### src/design/heartbeat_liveness_table_macros.svh
// Assertion macros shared by the liveness table design
`ifndef HEARTBEAT_LIVENESS_TABLE_MACROS_SVH
`define HEARTBEAT_LIVENESS_TABLE_MACROS_SVH

// same-cycle implication
`define HLT_ASSERT_NOW(label, ante, cons, msg) \
  label: assert property (@(posedge clk) disable iff (rst) (ante) |-> (cons)) \
    else $error(msg);

// next-cycle implication
`define HLT_ASSERT_NEXT(label, ante, cons, msg) \
  label: assert property (@(posedge clk) disable iff (rst) (ante) |=> (cons)) \
    else $error(msg);

`endif

### src/design/hlt_pkg.sv
// Types and constants of the heartbeat liveness table
package hlt_pkg;

  localparam int MODE_W     = 2;
  localparam int KEY_W      = 64;
  localparam int CVAL_W     = 7;
  localparam int STATUS_W   = 3;
  localparam int SLOT_W     = 5;
  localparam int COUNTER_W  = 16;
  localparam int INTERVAL_W = 8;
  localparam int STEP_W     = 8;
  localparam int MULT_W     = 4;
  localparam int LIMIT_W    = INTERVAL_W + MULT_W;
  localparam int CFG_IDX_W  = 2;
  localparam int CFG_DATA_W = 8;

  localparam logic [COUNTER_W-1:0] COUNTER_MAX = '1;

  localparam logic [CFG_IDX_W-1:0] CFG_TICK_STEP        = 2'd0;
  localparam logic [CFG_IDX_W-1:0] CFG_DEFAULT_INTERVAL = 2'd1;
  localparam logic [CFG_IDX_W-1:0] CFG_TIMEOUT_MULTIPLE = 2'd2;

  localparam logic [STEP_W-1:0]     RST_TICK_STEP        = 8'd5;
  localparam logic [INTERVAL_W-1:0] RST_DEFAULT_INTERVAL = 8'd30;
  localparam logic [MULT_W-1:0]     RST_TIMEOUT_MULTIPLE = 4'd3;

  typedef enum logic [MODE_W-1:0] {
    MODE_TICK    = 2'd0,
    MODE_REFRESH = 2'd1,
    MODE_ADD     = 2'd2,
    MODE_DELETE  = 2'd3
  } mode_t;

  typedef enum logic [STATUS_W-1:0] {
    ST_OK        = 3'd0,
    ST_NOT_FOUND = 3'd1,
    ST_PRESENT   = 3'd2,
    ST_FULL      = 3'd3,
    ST_TIMED_OUT = 3'd4,
    ST_TICK_DONE = 3'd5
  } status_t;

  typedef enum logic [2:0] {
    S_IDLE,
    S_SCAN,
    S_CHECK,
    S_EMIT,
    S_FINISH
  } state_t;

  typedef struct packed {
    logic [KEY_W-1:0]      key;
    logic [COUNTER_W-1:0]  counter;
    logic [INTERVAL_W-1:0] interval;
    logic                  online;
  } entry_t;

  typedef struct packed {
    logic [STEP_W-1:0]     tick_step;
    logic [INTERVAL_W-1:0] default_interval;
    logic [MULT_W-1:0]     timeout_multiple;
  } cfg_t;

  typedef struct packed {
    logic                 key_hit;
    logic [COUNTER_W-1:0] counter;
    logic                 expired;
  } alu_res_t;

endpackage

### src/design/hlt_ram.sv
// Generic single-write, single-read RAM with registered read data
module hlt_ram #(
  parameter int WIDTH = 8,
  parameter int DEPTH = 32
) (
  input  logic                                     clk,
  input  logic                                     we,
  input  logic [((DEPTH > 1) ? $clog2(DEPTH) : 1)-1:0] waddr,
  input  logic [WIDTH-1:0]                         wdata,
  input  logic                                     re,
  input  logic [((DEPTH > 1) ? $clog2(DEPTH) : 1)-1:0] raddr,
  output logic [WIDTH-1:0]                         rdata
);

  logic [WIDTH-1:0] mem [DEPTH];

  always_ff @(posedge clk) begin
    if (we) begin
      mem[waddr] <= wdata;
    end
    if (re) begin
      rdata <= mem[raddr];
    end
  end

endmodule

### src/design/hlt_alu.sv
// Shared slot unit: key compare, saturating counter advance and timeout compare
module hlt_alu (
  input  hlt_pkg::entry_t               entry,
  input  hlt_pkg::cfg_t                 cfg,
  input  logic [hlt_pkg::KEY_W-1:0]     key,
  output hlt_pkg::alu_res_t             res
);
  import hlt_pkg::*;

  logic [COUNTER_W:0]   sum;
  logic [COUNTER_W-1:0] sat;
  logic [LIMIT_W-1:0]   limit;

  always_comb begin
    sum   = {1'b0, entry.counter} + (COUNTER_W + 1)'(cfg.tick_step);
    sat   = sum[COUNTER_W] ? COUNTER_MAX : sum[COUNTER_W-1:0];
    limit = LIMIT_W'(cfg.timeout_multiple) * LIMIT_W'(entry.interval);
    res.key_hit = (entry.key == key);
    res.counter = sat;
    res.expired = (sat > COUNTER_W'(limit));
  end

endmodule

### src/design/hlt_ctrl.sv
// Sequencer: slot walk, valid bits, table updates and result register
module hlt_ctrl #(
  parameter int TABLE_DEPTH = 32
) (
  input  logic                                   clk,
  input  logic                                   rst,
  input  hlt_pkg::cfg_t                          cfg,
  input  logic                                   in_valid,
  output logic                                   in_stall,
  input  logic [hlt_pkg::MODE_W-1:0]             mode,
  input  logic [hlt_pkg::KEY_W-1:0]              device_key,
  input  logic [hlt_pkg::CVAL_W-1:0]             counter_value,
  output logic                                   out_valid,
  input  logic                                   out_stall,
  output logic [hlt_pkg::STATUS_W-1:0]           status,
  output logic [hlt_pkg::KEY_W-1:0]              entry_key,
  output logic [hlt_pkg::SLOT_W-1:0]             entry_slot,
  output logic                                   now_online,
  output logic                                   last,
  output logic                                   ram_we,
  output logic [((TABLE_DEPTH > 1) ? $clog2(TABLE_DEPTH) : 1)-1:0] ram_waddr,
  output hlt_pkg::entry_t                        ram_wdata,
  output logic                                   ram_re,
  output logic [((TABLE_DEPTH > 1) ? $clog2(TABLE_DEPTH) : 1)-1:0] ram_raddr,
  input  hlt_pkg::entry_t                        ram_rdata,
  output logic [hlt_pkg::KEY_W-1:0]              lookup_key,
  input  hlt_pkg::alu_res_t                      alu_res
);
  import hlt_pkg::*;

  localparam int IDX_W = (TABLE_DEPTH > 1) ? $clog2(TABLE_DEPTH) : 1;
  localparam int CNT_W = $clog2(TABLE_DEPTH + 1);
  localparam logic [CNT_W-1:0] LAST_IDX = CNT_W'(TABLE_DEPTH);

  state_t                 state, state_next;
  logic [CNT_W-1:0]       idx, idx_next;
  logic                   hit, hit_next;
  logic                   free_found, free_found_next;
  logic [IDX_W-1:0]       free_idx, free_idx_next;
  logic [TABLE_DEPTH-1:0] valid, valid_next;
  mode_t                  mode_q, mode_q_next;
  logic [KEY_W-1:0]       key_q, key_q_next;
  logic [CVAL_W-1:0]      cval_q, cval_q_next;
  logic                   out_valid_next;
  status_t                out_status, out_status_next;
  logic [KEY_W-1:0]       out_key, out_key_next;
  logic [SLOT_W-1:0]      out_slot, out_slot_next;
  logic                   out_online, out_online_next;
  logic                   out_last, out_last_next;
  logic                   emit;
  logic                   can_emit;
  logic [IDX_W-1:0]       slot;

  assign in_stall   = (state != S_IDLE);
  assign status     = out_status;
  assign entry_key  = out_key;
  assign entry_slot = out_slot;
  assign now_online = out_online;
  assign last       = out_last;
  assign lookup_key = key_q;
  assign slot       = idx[IDX_W-1:0];
  assign can_emit   = !out_valid || !out_stall;

  always_ff @(posedge clk) begin
    if (rst) begin
      state      <= S_IDLE;
      idx        <= '0;
      hit        <= 1'b0;
      free_found <= 1'b0;
      valid      <= '0;
      out_valid  <= 1'b0;
    end else begin
      state      <= state_next;
      idx        <= idx_next;
      hit        <= hit_next;
      free_found <= free_found_next;
      valid      <= valid_next;
      out_valid  <= out_valid_next;
    end
  end

  always_ff @(posedge clk) begin
    free_idx   <= free_idx_next;
    mode_q     <= mode_q_next;
    key_q      <= key_q_next;
    cval_q     <= cval_q_next;
    out_status <= out_status_next;
    out_key    <= out_key_next;
    out_slot   <= out_slot_next;
    out_online <= out_online_next;
    out_last   <= out_last_next;
  end

  always_comb begin
    state_next      = state;
    idx_next        = idx;
    hit_next        = hit;
    free_found_next = free_found;
    free_idx_next   = free_idx;
    valid_next      = valid;
    mode_q_next     = mode_q;
    key_q_next      = key_q;
    cval_q_next     = cval_q;
    out_status_next = out_status;
    out_key_next    = out_key;
    out_slot_next   = out_slot;
    out_online_next = out_online;
    out_last_next   = out_last;
    emit            = 1'b0;
    ram_we          = 1'b0;
    ram_waddr       = slot;
    ram_wdata       = ram_rdata;
    ram_re          = 1'b0;
    ram_raddr       = slot;

    unique case (state)
      S_IDLE: begin
        if (in_valid) begin
          mode_q_next     = mode_t'(mode);
          key_q_next      = device_key;
          cval_q_next     = counter_value;
          idx_next        = '0;
          hit_next        = 1'b0;
          free_found_next = 1'b0;
          state_next      = S_SCAN;
        end
      end
      S_SCAN: begin
        if (idx == LAST_IDX) begin
          state_next = S_FINISH;
        end else if (valid[slot]) begin
          ram_re     = 1'b1;
          state_next = S_CHECK;
        end else begin
          if (!free_found) begin
            free_found_next = 1'b1;
            free_idx_next   = slot;
          end
          idx_next = idx + 1'b1;
        end
      end
      S_CHECK: begin
        if (mode_q == MODE_TICK) begin
          if (ram_rdata.online) begin
            ram_we    = 1'b1;
            ram_wdata = '{key: ram_rdata.key, counter: alu_res.counter,
                          interval: ram_rdata.interval, online: !alu_res.expired};
          end
          if (ram_rdata.online && alu_res.expired) begin
            state_next = S_EMIT;
          end else begin
            idx_next   = idx + 1'b1;
            state_next = S_SCAN;
          end
        end else if (alu_res.key_hit) begin
          hit_next   = 1'b1;
          state_next = S_FINISH;
        end else begin
          idx_next   = idx + 1'b1;
          state_next = S_SCAN;
        end
      end
      S_EMIT: begin
        if (can_emit) begin
          emit            = 1'b1;
          out_status_next = ST_TIMED_OUT;
          out_key_next    = ram_rdata.key;
          out_slot_next   = SLOT_W'(idx);
          out_online_next = 1'b0;
          out_last_next   = 1'b0;
          idx_next        = idx + 1'b1;
          state_next      = S_SCAN;
        end
      end
      S_FINISH: begin
        if (can_emit) begin
          emit            = 1'b1;
          state_next      = S_IDLE;
          out_key_next    = key_q;
          out_slot_next   = '0;
          out_online_next = 1'b0;
          out_last_next   = 1'b1;
          unique case (mode_q)
            MODE_TICK: begin
              out_status_next = ST_TICK_DONE;
              out_key_next    = '0;
            end
            MODE_REFRESH: begin
              if (hit) begin
                ram_we          = 1'b1;
                ram_wdata       = '{key: ram_rdata.key, counter: COUNTER_W'(cval_q),
                                    interval: ram_rdata.interval, online: 1'b1};
                out_status_next = ST_OK;
                out_slot_next   = SLOT_W'(idx);
                out_online_next = 1'b1;
              end else begin
                out_status_next = ST_NOT_FOUND;
              end
            end
            MODE_ADD: begin
              if (hit) begin
                out_status_next = ST_PRESENT;
                out_slot_next   = SLOT_W'(idx);
                out_online_next = ram_rdata.online;
              end else if (free_found) begin
                ram_we                  = 1'b1;
                ram_waddr               = free_idx;
                ram_wdata               = '{key: key_q, counter: '0,
                                            interval: cfg.default_interval, online: 1'b1};
                valid_next[free_idx]    = 1'b1;
                out_status_next         = ST_OK;
                out_slot_next           = SLOT_W'(free_idx);
                out_online_next         = 1'b1;
              end else begin
                out_status_next = ST_FULL;
              end
            end
            MODE_DELETE: begin
              if (hit) begin
                valid_next[slot] = 1'b0;
                out_status_next  = ST_OK;
                out_slot_next    = SLOT_W'(idx);
              end else begin
                out_status_next = ST_NOT_FOUND;
              end
            end
            default: begin
              out_status_next = ST_NOT_FOUND;
            end
          endcase
        end
      end
      default: begin
        state_next = S_IDLE;
      end
    endcase

    out_valid_next = emit || (out_valid && out_stall);
  end

endmodule

### src/design/heartbeat_liveness_table.sv
// Heartbeat liveness table: one request (tick, refresh, add or delete) at a time.
// A request walks the slots in order through the single read port of the slot RAM;
// an empty slot is skipped in the scan state, and an occupied slot is read there and
// checked in the check state. The walk ends in a finish state. A lookup stops at the
// first matching slot; a tick walks every slot and passes each slot that times out
// through an emit state, which holds while the output stalls. Results leave through
// an output register, so the next request is taken while the final result still
// waits. No clearing pass after reset.

`include "heartbeat_liveness_table_macros.svh"

module heartbeat_liveness_table #(
  parameter int TABLE_DEPTH = 32
) (
  input  logic                               clk,
  input  logic                               rst,
  input  logic                               cfg_we,
  input  logic [hlt_pkg::CFG_IDX_W-1:0]      cfg_index,
  input  logic [hlt_pkg::CFG_DATA_W-1:0]     cfg_data,
  input  logic                               in_valid,
  output logic                               in_stall,
  input  logic [hlt_pkg::MODE_W-1:0]         mode,
  input  logic [hlt_pkg::KEY_W-1:0]          device_key,
  input  logic [hlt_pkg::CVAL_W-1:0]         counter_value,
  output logic                               out_valid,
  input  logic                               out_stall,
  output logic [hlt_pkg::STATUS_W-1:0]       status,
  output logic [hlt_pkg::KEY_W-1:0]          entry_key,
  output logic [hlt_pkg::SLOT_W-1:0]         entry_slot,
  output logic                               now_online,
  output logic                               last
);
  import hlt_pkg::*;

  localparam int IDX_W = (TABLE_DEPTH > 1) ? $clog2(TABLE_DEPTH) : 1;

  cfg_t             cfg;
  logic             ram_we;
  logic [IDX_W-1:0] ram_waddr;
  entry_t           ram_wdata;
  logic             ram_re;
  logic [IDX_W-1:0] ram_raddr;
  entry_t           ram_rdata;
  logic [KEY_W-1:0] lookup_key;
  alu_res_t         alu_res;

  always_ff @(posedge clk) begin
    if (rst) begin
      cfg.tick_step        <= RST_TICK_STEP;
      cfg.default_interval <= RST_DEFAULT_INTERVAL;
      cfg.timeout_multiple <= RST_TIMEOUT_MULTIPLE;
    end else if (cfg_we) begin
      unique case (cfg_index)
        CFG_TICK_STEP:        cfg.tick_step        <= cfg_data;
        CFG_DEFAULT_INTERVAL: cfg.default_interval <= cfg_data;
        CFG_TIMEOUT_MULTIPLE: cfg.timeout_multiple <= cfg_data[MULT_W-1:0];
        default: begin
        end
      endcase
    end
  end

  hlt_ram #(
    .WIDTH($bits(entry_t)),
    .DEPTH(TABLE_DEPTH)
  ) u_ram (
    .clk   (clk),
    .we    (ram_we),
    .waddr (ram_waddr),
    .wdata (ram_wdata),
    .re    (ram_re),
    .raddr (ram_raddr),
    .rdata (ram_rdata)
  );

  hlt_alu u_alu (
    .entry (ram_rdata),
    .cfg   (cfg),
    .key   (lookup_key),
    .res   (alu_res)
  );

  hlt_ctrl #(
    .TABLE_DEPTH(TABLE_DEPTH)
  ) u_ctrl (
    .clk           (clk),
    .rst           (rst),
    .cfg           (cfg),
    .in_valid      (in_valid),
    .in_stall      (in_stall),
    .mode          (mode),
    .device_key    (device_key),
    .counter_value (counter_value),
    .out_valid     (out_valid),
    .out_stall     (out_stall),
    .status        (status),
    .entry_key     (entry_key),
    .entry_slot    (entry_slot),
    .now_online    (now_online),
    .last          (last),
    .ram_we        (ram_we),
    .ram_waddr     (ram_waddr),
    .ram_wdata     (ram_wdata),
    .ram_re        (ram_re),
    .ram_raddr     (ram_raddr),
    .ram_rdata     (ram_rdata),
    .lookup_key    (lookup_key),
    .alu_res       (alu_res)
  );

  `HLT_ASSERT_NEXT(a_busy_after_accept, in_valid && !in_stall, in_stall, "not busy after request")
  `HLT_ASSERT_NOW(a_tick_done_last, out_valid && status == ST_TICK_DONE, last && entry_key == 64'd0, "bad tick_done result")
  `HLT_ASSERT_NOW(a_miss_no_slot, out_valid && (status == ST_NOT_FOUND || status == ST_FULL), entry_slot == 5'd0 && !now_online, "miss result carries slot")

endmodule

### config.mk
export PLATFORM = sky130hd
export DESIGN_NAME = heartbeat_liveness_table
export DESIGN_NICKNAME = d
export VERILOG_FILES = /design/src/design/hlt_pkg.sv /design/src/design/hlt_ram.sv /design/src/design/hlt_alu.sv /design/src/design/hlt_ctrl.sv /design/src/design/heartbeat_liveness_table.sv
export VERILOG_INCLUDE_DIRS = /design/src /design/src/design
export SDC_FILE = /design/constraint.sdc
export NUM_CORES = 2
export LEC_CHECK = 0
export ABC_AREA = 1
export BUFFER_PORTS_ARGS = -buffer_cell sky130_fd_sc_hd__buf_2
export CAP_MARGIN = 10
export CORE_MARGIN = 1
export CORE_UTILIZATION = 40
export CTS_CLUSTER_SIZE = 12
export DETAILED_ROUTE_END_ITERATION = 6
export PLACE_DENSITY = 0.58
export SYNTH_ARGS = -nofsm -noshare
export SYNTH_HDL_FRONTEND = slang
export SYNTH_SLANG_ARGS = --single-unit
### constraint.sdc
create_clock -name clk -period 8.4 [get_ports clk]
set_input_delay 0 -clock clk [delete_from_list [all_inputs] [get_ports clk]]
set_output_delay 0 -clock clk [all_outputs]
set_load 0.05 [all_outputs]
==> impl_metrics.toml <==
[die]
dieArea_mm2 = 0.314
start_util = 0.403
die_height_um = 561
pin_count = 164
num_rows = 204
core-area_mm2 = 0.310
dieWidth_um = 561

[synthesis]
synth.most_common_cell = "edfxtp_1"
synth.top_cell.area_share = 0.743
synth_xor_area_frac = 0.00232
synth_compound_area_frac = 0.129
ys_warn_count = 0
synthTopCellsByCount = "edfxtp_1, nor2_1, o21ai_0"
synth_top_family_by_area = "compound AO/OA/AOI/OAI gates"
seq_area_frac_synth = 0.754
synth_cell_types = 47
synthAdderAreaFrac = 0.00650
syn_area_mm2 = 0.125
syn_area_per_cell_um2 = 13.2
ys_ff_latch = 3153
synth_mux_area_frac = 0
synth-edff-count = 3089
synth_largest_area_cell = "edfxtp_1"
synth_area_leaders = "edfxtp_1, o21ai_0, nor2_1, o22ai_1, nand2_1"
synth_cells = 9480
syn_nets = 9625
synth_simple_gate_area_share = 0.0794
synth_ff_type = "edfxtp_1"
async_reset_ff_frac = 0

[place]
dp_hpwl_um = 185000
port-buffer-count = 163
dp.cells = 13300
gp_congestion = 0.830

[min_path]
min_path_type = "primary input to register"

[global_routing]
grt_pass1_vias = 78100
antenna_found_initial = 5
grt_pass1_wl_um = 546000
grt.total_usage = 0.236
grt_max_degree = 220
grt-ovfl-total = 0

[sta]
max_slew_margin = 0.158
setup_viol = 0
drv_slew = 0
timing.fmax_ghz = 0.181
hold_viol = 0
fin_crit_sh = 0.659
finalClockSkew_ns = 0.0482
setup-tns-final_ns = 0
worst_slew_pin_slew_ns = 1.26
rsz0062_at_grt = "false"
min_period_ns = 5.54
fin_hold_ws_ns = 0.156

[worst_setup_path]
path_class = "register to register"
crit_arrival_ns = 5.85
end_kind = "register"
path_max_fanout = 32
startpoint_type = "register"
cp.required_ns = 8.71

[clock_tree]
cts_resized = 0
path_clk_slew_ns = 0.05
holdBufCountCts = 177
cts_root_buf = "clkbuf_16"
cts_sinks = 3153
cts_tree = "yes"
htree_levels = 5
cts-buffers-inserted = 335
post_cts_buffers = 0
clk_latency_ns = 0.93
clk_path_buf_depth = 4

[outcome]
status = "complete, no violations"

[route]
dr.pass1.iters = 6
ant_nets = 0
totalWireLength_um = 383000
post_drt_wl_per_cell_um = 27.2
route.detailed.drc = 0
vias_per_cell = 5.85
drt-initial-drc-count = 10400
num_vias = 82400

[flow_run]
drv_cap = 0

[pwr]
p_per_area_mw_per_mm2 = 269
p_leak_nw = 47.4
finalPower_mw = 38.3
peakVddDrop_v = 0.000191

[finish]
layoutNonFillerInstCount = 14100
n_fill_cell = 27200
finalNetCount = 9898
final_util = 0.461
layout-drive-gt1-share = 0.0936
area_growth_pct = 14.3
kinds of logic after synthesis:
group / Yosys count
fa+ha+maj: 57
buf+inv: 936
xor+xnor: 33
compound gates: 2766
simple gates: 2535
flops: 3153
report_power, final:
part	switching (mW)	total [mW]	internal [mW]
registers	0.188	18.0	17.8
clock network	6.11	13.8	7.64
logic	4.71	6.54	1.83
cells in the final DEF, fill, tap and decap left out, drive strengths merged, types with 64 or more instances in the layout:
cell type,instances
a21oi,75
a221oi,176
a22o,90
buf,383
clkbuf,411
clkinv,119
dfxtp,64
dlygate4sd3,177
edfxtp,3089
inv,325
nand2,784
nand3,109
nor2,1591
o21ai,1515
o22ai,827
critical path: stages, from the launching register on:
cell and delay (ns):
dfxtp_1 0.50, nand2_1 0.13, fa_1 0.55, inv_1 0.05, fa_1 0.49, fa_1 0.42
nand3_1 0.09, nand2_1 0.08, a21oi_1 0.15, o21bai_1 0.11, a21o_1 0.17, a21oi_1 0.15
xor2_1 0.10, ha_1 0.28, nand2_1 0.06, nor2_1 0.18, nand2_1 0.09, nand2_1 0.06
nand2_1 0.09, nand2_1 0.08, nor2_1 0.04, nand2_1 0.14, nand2_1 0.07, nand3_1 0.07
nand3_1 0.77
per-stage QoR:
step                      area [um^2]  setup WS (ns)
final                          143000           2.86
after global routing           143000           2.45
after CTS                      142000           2.90
after detailed placement       131000           2.96
after global placement         131000           2.98
after floorplan                125000           2.33
per-layer routing:
layer,global-route usage,routed length (um),vias to the layer above
met4,0.0711,11200,0
met5,0,0,-
met3,0.0311,32900,647
li1,-,-,35900
met2,0.390,183000,4229
met1,0.326,157000,41600
worst paths after layout:
path                                       start          endpoint  depth (start not counted)  slack (ns)
worst min-delay path                      cfg_we            cfg[0]                          5        0.16
worst max register to register            cfg[1]  u_ram.mem[25][0]                         24        2.86
worst max-delay path                      cfg[1]  u_ram.mem[25][0]                         24        2.86
worst min register to register  u_ctrl.valid[30]  u_ctrl.valid[30]                          2        0.47
layout make-up:
cell class / count / area, um^2 / area share
multi-input cells: 5391 / 27700 / 0.194
diodes: 5 / 12.5 / 0.0000877
flip-flops and latches: 3153 / 94000 / 0.659
repair buffers: 560 / 4580 / 0.0321
inverters: 312 / 1210 / 0.00851
clock inverters: 148 / 1200 / 0.00840
well taps: 4120 / 5150 / 0.0361
clock buffers: 411 / 8710 / 0.0611
sequential cells by signal, summed over array words and instances, names as in the netlist, 2 cells and up:
register,count
u_ctrl.state,3
u_ctrl.status,3
u_ctrl.free_idx,5
u_ctrl.cval_q,7
u_ram.rdata,89
u_ctrl.mode_q,2
u_ctrl.entry_slot,5
cfg,20
u_ram.mem,2848
u_ctrl.valid,32
u_ctrl.lookup_key,64
u_ctrl.idx,6
u_ctrl.entry_key,64
(Power assumes the default switching activity.)
